--- config.mk ---
export PLATFORM = sky130hd
export DESIGN_NAME = ipr_ram
export DESIGN_NICKNAME = d
export VERILOG_FILES = /design/src/hdl/ipr_ram.sv
export SDC_FILE = /design/constraint.sdc
export NUM_CORES = 1
export LEC_CHECK = 0
export BUFFER_PORTS_ARGS = -buffer_cell sky130_fd_sc_hd__buf_2
export CORE_ASPECT_RATIO = 1.4
export CORE_UTILIZATION = 47
export CTS_CLUSTER_DIAMETER = 120
export DETAILED_ROUTE_END_ITERATION = 6
export GPL_ROUTABILITY_DRIVEN = 1
export PLACE_DENSITY_LB_ADDON = 0.1
export SYNTH_ARGS = -nofsm -noshare
export SYNTH_HDL_FRONTEND = slang
export SYNTH_SLANG_ARGS = --single-unit
--- constraint.sdc ---
create_clock -name clk -period 1.75 [get_ports clk]
set_input_delay 0.35 -clock clk [delete_from_list [all_inputs] [get_ports clk]]
set_output_delay 0.35 -clock clk [all_outputs]
set_load 0.05 [all_outputs]
--- src/hdl/ipr_ram.sv ---
// generic simple dual-port ram with registered read
module ipr_ram #(
  parameter int WIDTH = 8,
  parameter int DEPTH = 16
) (
  input  logic                     clk,
  input  logic                     we,
  input  logic [$clog2(DEPTH)-1:0] waddr,
  input  logic [WIDTH-1:0]         wdata,
  input  logic [$clog2(DEPTH)-1:0] raddr,
  output logic [WIDTH-1:0]         rdata
);

  logic [WIDTH-1:0] mem_r [DEPTH];
  logic [WIDTH-1:0] rdata_r;

  always_ff @(posedge clk) begin
    if (we) begin
      mem_r[waddr] <= wdata;
    end
    rdata_r <= mem_r[raddr];
  end

  assign rdata = rdata_r;

endmodule

==> summary.txt <==
Route
  – Final ANT Viol Nets: 0
  – 1st-iter DRT viols: 185
  – DRC violations left: 0
  – DRT Pass-1 Iters: 4
  – Routed wire length: 9650 um
  – Routed length per placed instance: 21.9 um
  – Drt via density: 5.47
  – Vias: 2407

Critical path
  – R2R depth: 3
  – Reg2Reg Launch Point: mem_r[1][3]
  – Worst Setup Start Kind: primary input
  – CP Class: primary input to flip-flop
  – Crit-path max FO: 10
  – CP required: 2.04 ns
  – Crit. Startpoint: raddr[0]
  – Capturing element type of the critical path: flip-flop
  – Worst EP arrival: 1.64 ns

Global routing
  – Vias in the first global route: 2545
  – Initial antenna violation count: 0
  – First-pass GRT wire length: 15100 um
  – GRT Overall Usage: 19.1%
  – GR Overflow Total: 0
  – Pin count of the biggest net entering global routing: 25

Yosys
  – Area of the mapped netlist: 5150 um^2
  – Syn_area_per_cell: 22.5 um^2
  – Register area share after synthesis: 77.8%
  – Netlist cell types: 19
  – Syn Nets: 247
  – Synth warnings: 0
  – Synth Instances: 229
  – Synthesized flop and latch total: 136

STA
  – Worst Hold Slack: 0.324 ns
  – Hold Vio Cnt, Final: 0
  – Relative slew slack: 51.2%
  – Fin crit period: 1.35 ns
  – FMAX: 743 MHz
  – Worst-Margin Slew: 0.731 ns
  – Clock Skew: 0.00535 ns
  – Final period utilization: 76.9%
  – RSZ-0062 raised after global routing: no
  – Final setup fails: 0
  – Max-slew violations: 0

Placed design
  – I/O Buffers: 25
  – Placed instance count: 408
  – DP Area: 5600 um^2
  – Dpl hpwl: 6430 um
  – Placer Congestion: 0.683

Clocking
  – CTS resizes: 0
  – Hold buffers post-CTS: 0
  – Clock Path Buffers: 2
  – Clock Latency Late Sink: 0.40 ns
  – Clock root buffer: clkbuf_16
  – CTS tree: yes
  – Num Clock Sinks: 136
  – Worst-path clk slew: 0.05 ns
  – CTS Buf Count: 17
  – Post-CTS setup buffers: 0
  – H-tree levels: 4

Cells and area
  – Non-Filler Instances: 440
  – FILL cells: 775
  – Commonest cells after routing, fill and taps aside: edfxtp_1, buf_2, buf_4
  – Layout cells sized above 1: 33.1%
  – Ant diodes: 0
  – Nets: 307
  – Area Growth Syn to Fin: 20.3%
  – Post-route cell area: 6190 um^2
  – Final Util: 58.9%
  – Commonest non-fill, non-tap cell in the layout: edfxtp_1

Floorplanning
  – Core area: 10500 um^2
  – DIE AREA: 11400 um^2
  – Die Y: 126 um
  – Placement Rows: 44
  – Die span in x: 90.4 um
  – Starting Density: 49.0%
  – IO Count: 26

Worst hold path
  – Worst Hold Path Cells: 1
  – Hold_sp: wdata[1]
  – HP Class: primary input to flip-flop

Pwr
  – Power Density: 1220 nW/um^2
  – Max VDD drop: 708 uV
  – P_leak: 2.13 nW

Outcome
  – Status: complete, no violations

Job
  – Maxcap violations: 0
-- logic make-up after synthesis --
family	after synthesis	share of synthesized area [%]
simple gates	35	3.18
mux	32	15.0
compound gates	16	2.33
buf+inv	10	1.68
flops	136	77.8
-- metal layers --
layer	vias up	track usage, %	wire length [um]
li1	1095	-	-
met4	0	7.12	110
met3	12	5.62	437
met2	72	31.2	5080
met5	-	0	0
met1	1228	24.4	4020
-- synth_stat cells --
| cell type | number | area (um^2) |
|---|---|---|
| dfxtp_1 | 8 | 160 |
| buf_4 | 1 | 7.51 |
| nor2_1 | 13 | 48.8 |
| nor3_1 | 4 | 20.0 |
| mux4_1 | 14 | 368 |
| buf_6 | 3 | 33.8 |
| nand2b_1 | 2 | 12.5 |
| nand2_1 | 9 | 33.8 |
| clkdlybuf4s25_2 | 3 | 30.0 |
| nand3_1 | 1 | 5.00 |
| a22oi_1 | 16 | 120 |
| edfxtp_1 | 128 | 3840 |
| buf_2 | 3 | 15.0 |
| nand3b_1 | 2 | 15.0 |
| and2b_1 | 1 | 7.51 |
| or3b_2 | 1 | 8.76 |
| mux4_2 | 18 | 405 |
| and2_1 | 1 | 6.26 |
| nor2b_1 | 1 | 6.26 |
-- worst max-delay path: stages --
cell     delay [ns]
buf_2          0.15
buf_4          0.25
mux4_1         0.59
a22oi_1        0.23
nand2_1        0.07
-- cell type report --
type	count	area, um^2	share of cell area, %
multi-input combinational	83	1060	17.2
tap	138	173	2.79
clock inverter	7	90.1	1.45
clock buffer	25	505	8.16
timing repair buffer	51	358	5.78
sequential	136	4000	64.7
-- worst paths after layout --
path / slack (ns) / endpoint
min: 0.32 / mem_r[6][1]
max reg2reg: 0.42 / rdata[3]
max: 0.40 / rdata[1]
min reg2reg: 0.67 / rdata[1]
-- metrics by stage --
stage	TNS, ns	worst slack (ns)	total power [mW]
2_1_floorplan	0	0.134	3.99
4_1_cts	0	0.367	7.65
3_5_place_dp	-0.0504	-0.0401	4.16
3_3_place_gp	-0.0183	-0.0143	4.15
6_report	0	0.405	7.57
5_1_grt	0	0.314	7.83
-- power by group --
part / switching [mW] / leakage [nW] / total (mW) / internal [mW]
clock network: 1.20 / 0.289 / 3.48 / 2.28
registers: 0.0192 / 1.22 / 3.66 / 3.64
logic: 0.263 / 0.621 / 0.422 / 0.158
-- flip-flops by register name, summed over array words and instances (netlist names) --
name	cells
rdata	8
mem_r	128
No activity file was read; power rests on OpenSTA's default activity.
