--- src/hdl/ipr_pkg.sv ---
// shared types, codes and constants of the in-place row permutation block
package ipr_pkg;

  localparam int DEF_MAX_ROWS = 1024;
  localparam int DEF_MAX_COLS = 8;

  localparam int REQ_W  = 2;
  localparam int ROW_W  = 10;
  localparam int COL_W  = 3;
  localparam int PERM_W = 10;
  localparam int VAL_W  = 64;
  localparam int ELEM_W = 2 * VAL_W;

  localparam int CFG_W     = 11;
  localparam int CFG_IDX_W = 1;
  localparam int ROWS_W    = 11;
  localparam int COLS_W    = 4;

  localparam logic [ROWS_W-1:0] ROWS_RESET = 11'd1024;
  localparam logic [COLS_W-1:0] COLS_RESET = 4'd1;

  // request codes
  localparam logic [REQ_W-1:0] REQ_LOAD_PERM = 2'd0;
  localparam logic [REQ_W-1:0] REQ_LOAD_ELEM = 2'd1;
  localparam logic [REQ_W-1:0] REQ_RUN       = 2'd2;
  localparam logic [REQ_W-1:0] REQ_READ      = 2'd3;

  // result kinds
  localparam logic KIND_RUN_DONE = 1'b0;
  localparam logic KIND_READ     = 1'b1;

  // configuration register indexes
  localparam logic [CFG_IDX_W-1:0] CFG_ROWS = 1'b0;
  localparam logic [CFG_IDX_W-1:0] CFG_COLS = 1'b1;

  typedef struct packed {
    logic [REQ_W-1:0]  req_type;
    logic [ROW_W-1:0]  row_index;
    logic [COL_W-1:0]  col_index;
    logic [PERM_W-1:0] perm_target;
    logic              direction;
    logic [VAL_W-1:0]  value_real;
    logic [VAL_W-1:0]  value_imag;
  } in_item_t;

  typedef struct packed {
    logic             result_kind;
    logic [VAL_W-1:0] read_real;
    logic [VAL_W-1:0] read_imag;
  } out_item_t;

  typedef struct packed {
    logic go;
    logic backward;
  } run_ctl_t;

  typedef struct packed {
    logic active;
    logic done;
  } run_stat_t;

endpackage

--- src/hdl/ipr_ram.sv ---
// generic simple dual-port ram with registered read
module ipr_ram #(
  parameter int WIDTH = 8,
  parameter int DEPTH = 16
) (
  input  logic                     clk,
  input  logic                     we,
  input  logic [$clog2(DEPTH)-1:0] waddr,
  input  logic [WIDTH-1:0]         wdata,
  input  logic [$clog2(DEPTH)-1:0] raddr,
  output logic [WIDTH-1:0]         rdata
);

  logic [WIDTH-1:0] mem_r [DEPTH];
  logic [WIDTH-1:0] rdata_r;

  always_ff @(posedge clk) begin
    if (we) begin
      mem_r[waddr] <= wdata;
    end
    rdata_r <= mem_r[raddr];
  end

  assign rdata = rdata_r;

endmodule

--- src/hdl/ipr_run_seq.sv ---
// run sequencer: visited map, cycle walk and element-wise row swap
module ipr_run_seq #(
  parameter int MAX_ROWS = ipr_pkg::DEF_MAX_ROWS,
  parameter int MAX_COLS = ipr_pkg::DEF_MAX_COLS,
  localparam int RW  = $clog2(MAX_ROWS),
  localparam int CW  = (MAX_COLS > 1) ? $clog2(MAX_COLS) : 1,
  localparam int NW  = $clog2(MAX_ROWS + 1),
  localparam int CNW = $clog2(MAX_COLS + 1),
  localparam int MW  = RW + CW
) (
  input  logic                          clk,
  input  logic                          rst_n,
  input  ipr_pkg::run_ctl_t             ctl,
  input  logic [NW-1:0]                 nrows,
  input  logic [CNW-1:0]                ncols,
  output ipr_pkg::run_stat_t            stat,
  output logic [RW-1:0]                 perm_raddr,
  input  logic [ipr_pkg::PERM_W-1:0]    perm_rdata,
  output logic                          mat_we,
  output logic [MW-1:0]                 mat_waddr,
  output logic [ipr_pkg::ELEM_W-1:0]    mat_wdata,
  output logic [MW-1:0]                 mat_raddr,
  input  logic [ipr_pkg::ELEM_W-1:0]    mat_rdata
);
  import ipr_pkg::*;

  typedef enum logic [3:0] {
    S_IDLE, S_CLR, S_KRD, S_KCHK, S_JRD, S_JCHK, S_RA, S_RB, S_WA, S_WB
  } state_t;

  state_t              state_r;
  logic [NW-1:0]       k_r;
  logic [RW-1:0]       j_r;
  logic [RW-1:0]       a_r;
  logic [RW-1:0]       b_r;
  logic [CNW-1:0]      c_r;
  logic [RW-1:0]       clr_r;
  logic                bwd_r;
  logic                done_r;
  logic [ELEM_W-1:0]   tmp_r;

  logic [RW-1:0]       k_idx;
  logic [CW-1:0]       c_idx;
  logic [RW-1:0]       k_tgt;
  logic [RW-1:0]       j_tgt;

  logic                vis_we;
  logic [RW-1:0]       vis_waddr;
  logic                vis_wdata;
  logic [RW-1:0]       vis_raddr;
  logic                vis_rdata;

  // entries at or beyond the row count keep their own row
  function automatic logic [RW-1:0] target_of(logic [PERM_W-1:0] t, logic [RW-1:0] row,
                                               logic [NW-1:0] n);
    return (32'(t) < 32'(n)) ? RW'(t) : row;
  endfunction

  assign k_idx = k_r[RW-1:0];
  assign c_idx = c_r[CW-1:0];
  assign k_tgt = target_of(perm_rdata, k_idx, nrows);
  assign j_tgt = target_of(perm_rdata, j_r, nrows);

  ipr_ram #(.WIDTH(1), .DEPTH(MAX_ROWS)) u_visited (
    .clk   (clk),
    .we    (vis_we),
    .waddr (vis_waddr),
    .wdata (vis_wdata),
    .raddr (vis_raddr),
    .rdata (vis_rdata)
  );

  always_comb begin
    perm_raddr = j_r;
    vis_raddr  = j_r;
    vis_we     = 1'b0;
    vis_waddr  = j_r;
    vis_wdata  = 1'b1;
    mat_we     = 1'b0;
    mat_waddr  = {a_r, c_idx};
    mat_wdata  = mat_rdata;
    mat_raddr  = {a_r, c_idx};
    case (state_r)
      S_CLR: begin
        vis_we    = 1'b1;
        vis_waddr = clr_r;
        vis_wdata = 1'b0;
      end
      S_KRD: begin
        perm_raddr = k_idx;
        vis_raddr  = k_idx;
      end
      S_KCHK: begin
        vis_we    = !vis_rdata;
        vis_waddr = k_idx;
      end
      S_JCHK: begin
        vis_we    = !vis_rdata;
        vis_waddr = j_r;
      end
      S_RB: begin
        mat_raddr = {b_r, c_idx};
      end
      S_WA: begin
        mat_we = 1'b1;
      end
      S_WB: begin
        mat_we    = 1'b1;
        mat_waddr = {b_r, c_idx};
        mat_wdata = tmp_r;
      end
      default: begin
      end
    endcase
  end

  always_ff @(posedge clk) begin
    if (!rst_n) begin
      state_r <= S_IDLE;
      done_r  <= 1'b0;
    end else begin
      done_r <= 1'b0;
      case (state_r)
        S_IDLE: begin
          if (ctl.go) begin
            bwd_r   <= ctl.backward;
            clr_r   <= '0;
            state_r <= S_CLR;
          end
        end
        S_CLR: begin
          clr_r <= clr_r + 1'b1;
          if (clr_r == RW'(MAX_ROWS - 1)) begin
            k_r     <= '0;
            state_r <= S_KRD;
          end
        end
        S_KRD: begin
          if (k_r == nrows) begin
            done_r  <= 1'b1;
            state_r <= S_IDLE;
          end else begin
            state_r <= S_KCHK;
          end
        end
        S_KCHK: begin
          if (vis_rdata) begin
            k_r     <= k_r + 1'b1;
            state_r <= S_KRD;
          end else begin
            j_r     <= k_tgt;
            state_r <= S_JRD;
          end
        end
        S_JRD: begin
          state_r <= S_JCHK;
        end
        S_JCHK: begin
          if (vis_rdata) begin
            k_r     <= k_r + 1'b1;
            state_r <= S_KRD;
          end else begin
            // backward swaps with the cycle leader, forward with the next row
            a_r     <= j_r;
            b_r     <= bwd_r ? k_idx : j_tgt;
            j_r     <= j_tgt;
            c_r     <= '0;
            state_r <= (ncols == '0) ? S_JRD : S_RA;
          end
        end
        S_RA: begin
          state_r <= S_RB;
        end
        S_RB: begin
          tmp_r   <= mat_rdata;
          state_r <= S_WA;
        end
        S_WA: begin
          state_r <= S_WB;
        end
        S_WB: begin
          if ((c_r + 1'b1) == ncols) begin
            state_r <= S_JRD;
          end else begin
            c_r     <= c_r + 1'b1;
            state_r <= S_RA;
          end
        end
        default: begin
          state_r <= S_IDLE;
        end
      endcase
    end
  end

  assign stat.active = (state_r != S_IDLE);
  assign stat.done   = done_r;

`ifndef SYNTHESIS
  a_col_in_range: assert property (@(posedge clk) disable iff (!rst_n)
    (state_r == S_RA || state_r == S_RB || state_r == S_WA || state_r == S_WB)
      |-> (c_r < ncols))
    else $error("swap column beyond columns in use");
  a_done_after_scan: assert property (@(posedge clk) disable iff (!rst_n)
    done_r |-> ($past(state_r) == S_KRD && state_r == S_IDLE))
    else $error("run done without finishing the row scan");
`endif

endmodule

--- config.mk ---
export PLATFORM = sky130hd
export DESIGN_NAME = ipr_run_seq
export DESIGN_NICKNAME = d
export VERILOG_FILES = /design/src/hdl/ipr_pkg.sv /design/src/hdl/ipr_ram.sv /design/src/hdl/ipr_run_seq.sv
export SDC_FILE = /design/constraint.sdc
export NUM_CORES = 2
export LEC_CHECK = 0
export BUFFER_PORTS_ARGS = -buffer_cell sky130_fd_sc_hd__buf_2
export CAP_MARGIN = 20
export CORE_UTILIZATION = 54
export DETAILED_ROUTE_END_ITERATION = 8
export PLACE_DENSITY = 0.74
export SLEW_MARGIN = 20
export SYNTH_ARGS = -nofsm -noshare
export SYNTH_HDL_FRONTEND = slang
export SYNTH_HIERARCHICAL = 1
export SYNTH_SLANG_ARGS = --single-unit
--- constraint.sdc ---
create_clock -name clk -period 24.6 [get_ports clk]
set_input_delay 3.69 -clock clk [delete_from_list [all_inputs] [get_ports clk]]
set_output_delay 3.69 -clock clk [all_outputs]
set_load 0.01 [all_outputs]
==> results by group <==
Run status
  – Status: completed

Yosys
  – Simple-gate share of the synthesized area: 13.36%
  – Sequential share of the synthesized area: 67.17%
  – Unique cell type count in the Yosys netlist: 69
  – Post-synthesis adder-cell area fraction: 0.2771%
  – Mux cell area share after synthesis: 12.11%
  – Compound-Gate Fraction of Synth Area: 3.136%
  – Post-synth EDFFs: 1208
  – Synth Instances: 4086
  – Largest family of logic cells by synthesized area: simple AND/OR/NAND/NOR gates
  – Netlist Area Pre-Place: 54190 sq um
  – Syn Area/Cell: 13.26 sq um
  – Ys Warns: 6
  – Synth Area in XOR/XNOR: less than 1%
  – Post-synth net total: 4255
  – Async SR Flop Fraction: 0%
  – Main synth FF type: edfxtp_1
  – Yosys reg bits: around 1200

Worst setup path
  – Startpoint Class: input pin
  – Cell Chain, Critical Path: buf_2 -> nand2_1 -> nand2_1 -> buf_2
  – Slowest cell on the critical path: nand2_1
  – Crit path from: mat_rdata[35]
  – Reg2reg setup slack: 17.60 ns
  – Max incr delay on CP: between 0.2 and 0.3 ns
  – Required @ worst endpoint: roughly 21 ns
  – Critical-path maximum fanout: 2
  – R2r startpoint: state_r[1]
  – Setup CP Type: in2out
  – Crit path max-delay family: simple AND/OR/NAND/NOR gates
  – CP endpoint kind: primary output
  – Bufs and invs on worst path: 2
  – Crit path arrival time: 4.26 ns

Placement
  – IO Port Bufs: 323
  – Place WS: 16.69 ns
  – Global placement routability congestion: 0.8552
  – Placed Area: about 56000 sq um
  – Hpwl dp: 79200 microns

Floorplanning
  – Die area: 101600 sq um
  – Core ar.: 98850 sq um
  – Io pins: between 300 and 400
  – Chip Width: 318.8 microns
  – Site Rows: approximately 120
  – Die height: 318.8 microns
  – Initial core utilization: 54.82%

Clocking
  – Post-CTS Hold Buffers: 0
  – Post-CTS Setup Repair Bufs: 0
  – Clock Latency Late Sink: 0.71 ns
  – H-tree depth: 3
  – CTS Buf Count: 118
  – Post-cts resize count: 0
  – CTS max path bufs: 3
  – Clock sink total: 1214
  – CTS tree: done
  – Clk slew on worst S/H paths: 0.07 ns
  – Clock root buffer: clkbuf_16

Routing
  – DRT Pass-1 Iters: 6
  – Average vias per placed instance: 6.276
  – ANT nets after route: 0
  – Starting DRT DRC Count: 4808
  – Final WL: about 150000 microns
  – DRC Markers: 0
  – Via count: ~35000
  – WL per Instance: 25.96 microns

Timing
  – Fmax: 125.9 MHz
  – Final worst setup slack: 16.65 ns
  – Worst relative slew slack: 14.78%
  – Setup violators final: 0
  – Worst slew pin tran: 1.278 ns
  – RSZ-0062 raised after global routing: false
  – Minimum clock period: slightly below 8 ns
  – Setup TNS Final: 0 ns
  – Fin crit share: 32.30%
  – Max-slew violation count: 0
  – Final clock skew: 0.03777 ns
  – Final Hold Viols: 0

Power and ir drop
  – Leakage: 19.51 nW
  – Combinational fraction of design power: between 10% and 20%
  – PwrDens: 77.36 nW/um^2
  – VDD IR max: 0.05575 mV
  – Clock share of power: 38.1%
  – Switching Share: 24.51%
  – Seq pwr share: 51.4%
  – Int Power: 3.525 mW
  – P_sw: approximately 1.1 mW

Layout
  – Design area: 60360 sq um
  – Layout cells sized above 1: 19.64%
  – Fin nets: 4401
  – # fillers: 7420
  – P&R area growth vs syn: 11.38%

GRT
  – Largest net degree at the start of global routing: 287
  – Vias in the first global route: 33880
  – First-pass GRT wire length: 214800 microns
  – Initial antenna violation count: 4
  – Tot GR Track Use: 28.50%
  – Total gr overflow: 0

Min path
  – Launch point of the worst hold path: j_r[2]
  – Class of the worst hold path: reg2reg

Run
  – Max-cap violations: 0
==> sequential cells by signal (all words and copies together) (netlist names) <==
| name | cells |
|---|---|
| b_r | 10 |
| clr_r | 10 |
| state_r | 4 |
| c_r | 4 |
| done_r | 1 |
| u_visited/rdata | 1 |
| u_visited/mem_r | 1024 |
| j_r | 10 |
| k_r | 11 |
| tmp_r | 128 |
| a_r | 10 |
| bwd_r | 1 |
==> power groups by stage <==
stage / Sequential, mW / Combinational, mW / Clock (mW)
detailed placement: 2.44 / 0.470 / 0
CTS: 2.40 / 0.472 / 1.80
finish: 2.40 / 0.488 / 1.78
global placement: 2.44 / 0.462 / 0
global route: 2.40 / 0.515 / 1.88
floorplan: 2.60 / 0.298 / 0
==> cell type report <==
type	count	area [sq um]	area share, %
Timing Repair Buffer	396	2228	3.692
Clock inverter	88	759.5	1.258
Sequential cell	1214	36390	60.30
Clock buffer	132	3027	5.015
Antenna cell	3	7.507	0.01244
Inverter	18	68.82	0.1140
Multi-Input combinational cell	2484	16260	26.94
Tap cell	1287	1610	2.668
==> path summary, 6_finish.rpt <==
| kind | endpoint | depth (start not counted) |
|---|---|---|
| setup / recovery | mat_wdata[35] | 4 |
| hold / removal | a_r[2] | 0 |
| setup reg to reg | u_visited/rdata | 14 |
| hold reg to reg | a_r[2] | 0 |
==> cell usage in the layout, fill, tap and decap left out, types with 7 or more instances in the layout <==
cell type / synthesis / layout
xnor2_1: 20 / 20
a22oi_1: 17 / 17
clkinv_2: 0 / 28
mux4_1: 14 / 14
and3_1: 10 / 9
mux4_2: 200 / 200
nand3_2: 0 / 20
nand2_1: 511 / 490
nor3_1: 53 / 51
mux2_2: 23 / 21
nand3_1: 55 / 31
nand4_1: 15 / 15
ha_1: 12 / 12
o21ai_0: 27 / 26
inv_1: 15 / 15
xor2_1: 14 / 14
clkinv_1: 2 / 44
nor4_1: 8 / 7
bufinv_16: 0 / 12
and2_1: 9 / 9
clkbuf_16: 0 / 119
clkbuf_1: 212 / 13
edfxtp_1: 1208 / 1208
nor2_1: 1083 / 1082
a31oi_1: 15 / 15
a21oi_1: 73 / 73
nand2_2: 1 / 20
o22ai_1: 28 / 28
nor2b_1: 22 / 21
nand2b_1: 12 / 11
buf_4: 21 / 67
mux2i_1: 143 / 143
buf_2: 49 / 323
o221ai_1: 49 / 49
==> Yosys cell counts (22+ instances only) <==
cell	count	area share, %
edfxtp_1	1208	67
nor2_1	1083	7.5
nand2_1	511	3.5
clkbuf_1	212	1.5
mux4_2	200	8.3
mux2i_1	143	2.6
a21oi_1	73	0.67
buf_1	58	0.40
nand3_1	55	0.51
nor3_1	53	0.49
buf_2	49	0.45
o221ai_1	49	0.79
o22ai_1	28	0.32
o21ai_0	27	0.25
mux2_2	23	0.48
nor2b_1	22	0.25
==> worst register-to-register path: stages, from the launching register on <==
cell	delay [ns]
dfxtp_1	0.96
nand2b_1	0.18
nor3_2	0.14
buf_4	0.25
mux2_8	0.65
buf_4	0.75
buf_4	0.79
buf_4	0.73
mux4_1	0.68
mux4_2	0.51
a21oi_1	0.16
o31a_1	0.21
nor3_1	0.12
a32oi_1	0.21
o2111ai_1	0.39
==> cells by family after synthesis <==
kind of cell | Yosys count
compound gates | 252
mux | 380
flops | 1214
xor+xnor | 34
fa+ha+maj | 12
buf+inv | 388
simple gates | 1806
==> metal layers <==
layer | wire (microns) | up-vias | track usage (%)
met3 | 18670 | 419 | 6.560
li1 | - | 15080 | -
met2 | 67460 | 2172 | 44.74
met4 | 6857 | 2 | 12.16
met5 | 18 | - | 0
met1 | 52960 | 17610 | 38.42
==> through the flow <==
stage                     utilization [%]  cells  hold WS (ns)  power, mW
final                               61.06   5622        0.6048      4.669
after global routing                61.05   5621        0.6051      4.791
after CTS                           60.94   5616        0.5849      4.674
after detailed placement            57.11   5396        0.5676      2.913
after global placement              57.11   5396        0.5755      2.905
after floorplan                         -   4086        0.4851      2.901
Power figures use the tool's default switching activity.
